===== src/rtl/ils_pkg.sv =====
// Shared definitions for the indexed list store.
// Command and status codes, default sizes and the cell control struct.
// No dependencies.
`default_nettype none

package ils_pkg;

  localparam int unsigned DefaultCapacity  = 64;
  localparam int unsigned DefaultDataWidth = 32;

  localparam int unsigned CmdW  = 3;
  localparam int unsigned PosW  = 7;
  localparam int unsigned ValW  = 32;
  localparam int unsigned StatW = 2;
  localparam int unsigned CntW  = 7;

  localparam logic [CmdW-1:0] CMD_PEEK      = 3'd0;
  localparam logic [CmdW-1:0] CMD_INSERT    = 3'd1;
  localparam logic [CmdW-1:0] CMD_REMOVE    = 3'd2;
  localparam logic [CmdW-1:0] CMD_PUSH_HEAD = 3'd3;
  localparam logic [CmdW-1:0] CMD_PUSH_TAIL = 3'd4;
  localparam logic [CmdW-1:0] CMD_POP_HEAD  = 3'd5;
  localparam logic [CmdW-1:0] CMD_POP_TAIL  = 3'd6;

  localparam logic [StatW-1:0] ST_OK    = 2'd0;
  localparam logic [StatW-1:0] ST_RANGE = 2'd1;
  localparam logic [StatW-1:0] ST_FULL  = 2'd2;

  // Broadcast to every cell of the row.
  typedef struct packed {
    logic shift_up;    // insert: cells above the slot take their lower neighbor
    logic shift_down;  // remove: cells at or above the slot take their upper neighbor
  } cell_ctrl_t;

endpackage

`default_nettype wire


===== src/rtl/ils_cell.sv =====
// One storage cell of the list row.
// Holds one element and moves it to or from its neighbors on insert and remove.
// Depends on ils_pkg.
`default_nettype none

module ils_cell #(
  parameter int unsigned DataWidth = 32,
  parameter int unsigned IdxWidth  = 6,
  parameter int unsigned Idx       = 0
) (
  input  wire                     clk_i,
  input  ils_pkg::cell_ctrl_t     ctrl_i,
  input  wire  [IdxWidth-1:0]     slot_i,
  input  wire  [DataWidth-1:0]    wr_value_i,
  input  wire  [DataWidth-1:0]    lower_i,
  input  wire  [DataWidth-1:0]    upper_i,
  output logic [DataWidth-1:0]    data_o,
  output logic [DataWidth-1:0]    rd_o
);
  import ils_pkg::*;

  localparam logic [IdxWidth-1:0] MyIdx = IdxWidth'(Idx);

  logic [DataWidth-1:0] data_q, data_d;

  always_comb begin
    data_d = data_q;
    if (ctrl_i.shift_up) begin
      if (MyIdx > slot_i) begin
        data_d = lower_i;
      end else if (MyIdx == slot_i) begin
        data_d = wr_value_i;
      end
    end else if (ctrl_i.shift_down && (MyIdx >= slot_i)) begin
      data_d = upper_i;
    end
  end

  always_ff @(posedge clk_i) begin
    data_q <= data_d;
  end

  assign data_o = data_q;
  // one-hot select onto the shared read bus
  assign rd_o   = (MyIdx == slot_i) ? data_q : '0;

endmodule

`default_nettype wire


===== config.mk =====
export PLATFORM = sky130hd
export DESIGN_NAME = ils_cell
export DESIGN_NICKNAME = d
export VERILOG_FILES = /design/src/rtl/ils_pkg.sv /design/src/rtl/ils_cell.sv
export SDC_FILE = /design/constraint.sdc
export NUM_CORES = 1
export LEC_CHECK = 0
export ABC_AREA = 1
export BUFFER_PORTS_ARGS = -buffer_cell sky130_fd_sc_hd__buf_2
export CAP_MARGIN = 20
export CORE_UTILIZATION = 41
export CTS_BUF_LIST = sky130_fd_sc_hd__clkbuf_4 sky130_fd_sc_hd__clkbuf_8
export DETAILED_ROUTE_END_ITERATION = 6
export HOLD_SLACK_MARGIN = 0.03
export PLACE_DENSITY = 0.95
export SLEW_MARGIN = 20
export SYNTH_ARGS = -nofsm -noshare
export SYNTH_HDL_FRONTEND = slang
export SYNTH_SLANG_ARGS = --single-unit
export TNS_END_PERCENT = 30

===== constraint.sdc =====
create_clock -name clk_i -period 4.3 [get_ports clk_i]
set_clock_uncertainty 0.2 [all_clocks]
set_input_delay 0.86 -clock clk_i [delete_from_list [all_inputs] [get_ports clk_i]]
set_output_delay 0.86 -clock clk_i [all_outputs]
set_load 0.01 [all_outputs]

# After elaboration in Yosys (flattened, before gate mapping)
# Index checks and enable logic that the tools add are counted.
classes:
  n_lt_le_gt_ge: 2
  eq_ne: 1
  muxes: 5
  n_reduce_logical: 4
ops:
  columns: ["op", "n"]
  rows:
  - ["2-to-1 mux 32 bit", 5]
  - [">= comparator 1 x 6 -> 1 bit (first input constant)", 1]
  - ["> comparator 1 x 6 -> 1 bit (first input constant)", 1]
  - ["logical NOT 6 bit", 1]
  - ["inequality test 3 x 1 -> 1 bit (second input constant)", 1]
  - ["AND reduction 2 bit", 1]
  - ["nonzero test 2 bit", 1]
  - ["logical AND 1 bit", 1]
totals:
  regBits: 32
  word_cells: 13

# Logic depth before layout (Yosys ltp)
logic_depth:
  ltp_word: 4
  depth_mapped: 4
  depth_no_buf: 3

# Worst setup path before layout
# OpenSTA, ideal clock, no wires.
synth_timing:
  path_kind: "input port to flip-flop"
  start: "input slot_i[1]"
  end: "register data_q[0] (netlist: data_o[0]), enable pin"
  setup_time_ps: 421
  t_arrival_ps: 2516
  t_required_ps: 3679
  path_slack_ps: 1163
  cell_stages: 3
  path_cell_list: "nor2_1 nand3_2 nor2_1"
synth_via:
  elab_chain_len: 4
  elab_cells_between_ends: 7
  cone_classes: "order compare (2); eq/ne (1); reduce/logical (4)"
synth_rtl:
  columns: ["element", "line", "text"]
  rows:
  - ["start, declared", "ils_cell.sv:13", "input wire [IdxWidth-1:0] slot_i,"]
  - [">= comparator 1 x 6 -> 1 bit", "ils_cell.sv:34", "end else if (ctrl_i.shift_down && (MyIdx >= slot_i)) begin"]
  - ["logical AND 1 bit", "ils_cell.sv:34", null]
  - ["nonzero test 2 bit (no line)", null, null]
  - ["AND reduction 2 bit (no line) *", null, null]
  - ["end signal, assigned", "ils_cell.sv:40", "data_q <= data_d;"]
  - ["end, declared", "ils_cell.sv:24", "logic [DataWidth-1:0] data_q, data_d;"]
# Mark *: on every way between the ends. The rest lies on a longest branch, timed or not.
# A chain may end at the register's enable or synchronous reset.

# Worst setup path in the final report
layout_timing:
  start: "input slot_i[3]"
  end: "output rd_o[9]"
layout_via:
  elab_chain_len: 2
layout_rtl:
  columns: ["element", "line", "text"]
  rows:
  - ["logical NOT 6 bit", "ils_cell.sv:45", "assign rd_o = (MyIdx == slot_i) ? data_q : '0;"]
  - ["2-to-1 mux 32 bit", "ils_cell.sv:45", null]
  - ["end, declared", "ils_cell.sv:18", "output logic [DataWidth-1:0] rd_o"]
# Every way passes these cells.

==> flow_metrics.tcl <==
set metrics [dict create \
    fill_cell_count 357 \
    cts_buffers 5 \
    number_of_detailed_route_iterations_in_the_first_pass 4 \
    portion_of_the_clock_cycle_consumed_by_the_worst_path_in_the_final_layout_pct 73.7 \
    worstSetupPathType "in2out" \
    min_from "wr_value_i[19]" \
    floorplan.core_area_um2 4090 \
    post_layout_power_mw 0.646 \
    cts_sinks 32 \
    yosys_warnings 0 \
    run_status "completed" \
    synth-simple-area-share_pct 20.2 \
    instances_no_fill 394 \
    first_global_vias 1393 \
    rsz0062_at_grt "no" \
    register_area_um2 961 \
    crit_start "slot_i[3]" \
    combinationalPowerShare_pct 11.5 \
    gp_congestion 0.778 \
    grt-ovfl-total 0 \
    yosys.area_share.adder_pct 0 \
    syn_area_per_cell_um2 8.61 \
    most_common_cell_type_on_the_critical_path "sky130_fd_sc_hd__buf_2" \
    vias_per_cell 4.29 \
    crit_buf_inv 3 \
    timing.critical_path.slowest_stage_cell "sky130_fd_sc_hd__buf_4" \
    via_count 1691 \
    cts_clock_pin_slew_for_the_worst_setup_and_hold_paths_ps 70 \
    post_synth_xor_area_fraction_pct 0 \
    syn-num-nets 313 \
    cts_max_path_buffers 2 \
    hold_end "data_o[19]" \
    path_max_fanout 20 \
    clock_tree.root_cell "sky130_fd_sc_hd__clkbuf_8" \
    post_synth_mux_area_share_pct 0 \
    first_pass_grt_wire_length_um 5710 \
    floorplan.die_area_um2 4640 \
    initial_utilization_pct 43.8 \
    fmaxAchievable_mhz 315 \
    synth_top_family_by_area "simple AND/OR/NAND/NOR gates" \
    cpLargestDelayFamily "buffers and inverters" \
    seq_power_share_pct 54.3 \
    slew_headroom_pct 41.9 \
    multi_input_gate_area_um2 529 \
    total_switching_power_mw 0.134 \
    fp.dieW_um 68.1 \
    synth_compound_area_share_pct 8.94 \
    static-leakage-power_nw 1.47 \
    postSynthRegisterBits 32 \
    worstSetupStartpointType "input pin" \
    timing.max_cap.violations 0 \
    cpPeakStageDelay_ps 400 \
    num_rows 23 \
    power.switching_fraction_pct 20.8 \
    drt-wirelength-per-cell_um 10.4 \
    irDropWorstVdd_v 0.000157 \
    synth-seq-area-share_pct 53.7 \
    crit_path_end_kind "primary output" \
    ioPinCount 169 \
    detail-route-antenna-nets 0 \
    route.final.wire_length_um 4110 \
    first_iter_violations 88 \
    finalHoldViolCount 0 \
    setup-tns-final_ps 0 \
    holdBufCountCts 0 \
    finalSetupViolations 0 \
    insertedDiodeCount 0 \
    post_cts_resize_count 0 \
    groute.usage.overall_pct 16.7 \
    critPathRequiredTime_ps 3240 \
    synth_area_um2 1790 \
    min_delay_path_depth 3 \
    grt_antenna_before_repair 0 \
    cell_total_after_placement 386 \
    tightestPinTransition_ps 869 \
    floorplan.die.height_um 68.1 \
    synth_cell_types 11 \
    max_ffs_per_register 32 \
    area_delta_synth_final_pct 43.9 \
    tritoncts_clock_tree "yes" \
    io_buffer_count 136 \
    cellPowerDensity_nw_per_um2 251 \
    detail_route.drc_violations 0 \
    power.internal_mw 0.512 \
    finish.net_count 448 \
    cts_max_level 2 \
    timing_max_transition_violations_final 0 \
    fraction_of_layout_cells_with_a_size_suffix_above_1_pct 51.7 \
    pwr-share-clk_pct 34.2 \
    detailed_place_hpwl_um 3260 \
    grt_start_max_net_pins 65 \
    post_cts_buffers 0 \
    critPathArrivalTime_ps 2110 \
    synthesis.instances 208 \
    timing.final.crit_period_ps 3170 \
    holdCritPathClass "in2reg" \
    crit_chain "buf_2 > nor2_1 > nand3_2 > buf_4 > nor2_2 > buf_2" \
]
==> final cells by class <==
type	count	area share, %
Sequential cell	32	37.3
Timing Repair Buffer	138	27.0
Multi-Input combinational cell	102	20.5
Clock inverter	1	0.146
Inverter	64	9.32
Clock buffer	7	3.25
Tap cell	50	2.43
==> Yosys cell counts, drive strengths merged <==
master  count  area [um^2]
nand2      32          120
inv        64          240
nand3       1         10.0
nor2       37          231
clkbuf      1         3.75
edfxtp     32          961
o21ai      32          160
buf         9         63.8
==> metal layers <==
metal,part of all wire (%),vias up,track usage (%)
met5,0,-,0
met4,1.4,0,6.51
met3,4.6,4,2.67
met2,56,64,33.8
met1,38,738,16.4
li1,-,885,-
==> cells by family after synthesis <==
family,count (synthesis)
AOI/OAI and AO/OA,32
buffers and inverters,74
DFF,32
and+or+nand+nor,70
==> how the worst max path moves through the flow <==
| stage | endpoint | slack [ps] | depth (start not counted) |
|---|---|---|---|
| 2_1_floorplan | data_o[0] | 1160 | 3 |
| 5_1_grt | rd_o[0] | 960 | 6 |
| 4_1_cts | rd_o[9] | 1100 | 6 |
| 3_3_place_gp | data_o[12] | 1160 | 5 |
| 3_5_place_dp | data_o[19] | 1070 | 5 |
| 6_report | rd_o[9] | 1130 | 6 |
==> power by group through the flow <==
stage | registers, mW | clock network [mW] | logic (mW)
2_1_floorplan | 0.358 | 0 | 0.0325
3_3_place_gp | 0.357 | 0 | 0.0713
3_5_place_dp | 0.357 | 0 | 0.0751
4_1_cts | 0.350 | 0.230 | 0.0753
5_1_grt | 0.350 | 0.246 | 0.0855
6_report | 0.350 | 0.221 | 0.0741
==> stage by stage <==
step,utilization (%),cell area (um^2),hold slack (ps),setup WS (ps)
finish,63.0,2580,666,1130
global route,63.0,2580,665,963
CTS,63.0,2580,655,1100
detailed placement,60.9,2490,942,1070
global placement,60.9,2490,935,1160
floorplan,-,1790,847,1160
==> layout by cell type (no fill, tap or decap) <==
master	netlist	final
sky130_fd_sc_hd__buf_2	6	136
sky130_fd_sc_hd__buf_4	0	2
sky130_fd_sc_hd__clkbuf_4	0	2
sky130_fd_sc_hd__clkbuf_8	0	5
sky130_fd_sc_hd__clkinv_1	0	1
sky130_fd_sc_hd__edfxtp_1	32	32
sky130_fd_sc_hd__inv_1	64	64
sky130_fd_sc_hd__nand2_1	32	32
sky130_fd_sc_hd__nand3_2	1	1
sky130_fd_sc_hd__nor2_1	6	5
sky130_fd_sc_hd__nor2_2	28	28
sky130_fd_sc_hd__nor2_4	3	4
sky130_fd_sc_hd__o21ai_0	32	32
No activity file was read; power rests on OpenSTA's default activity.
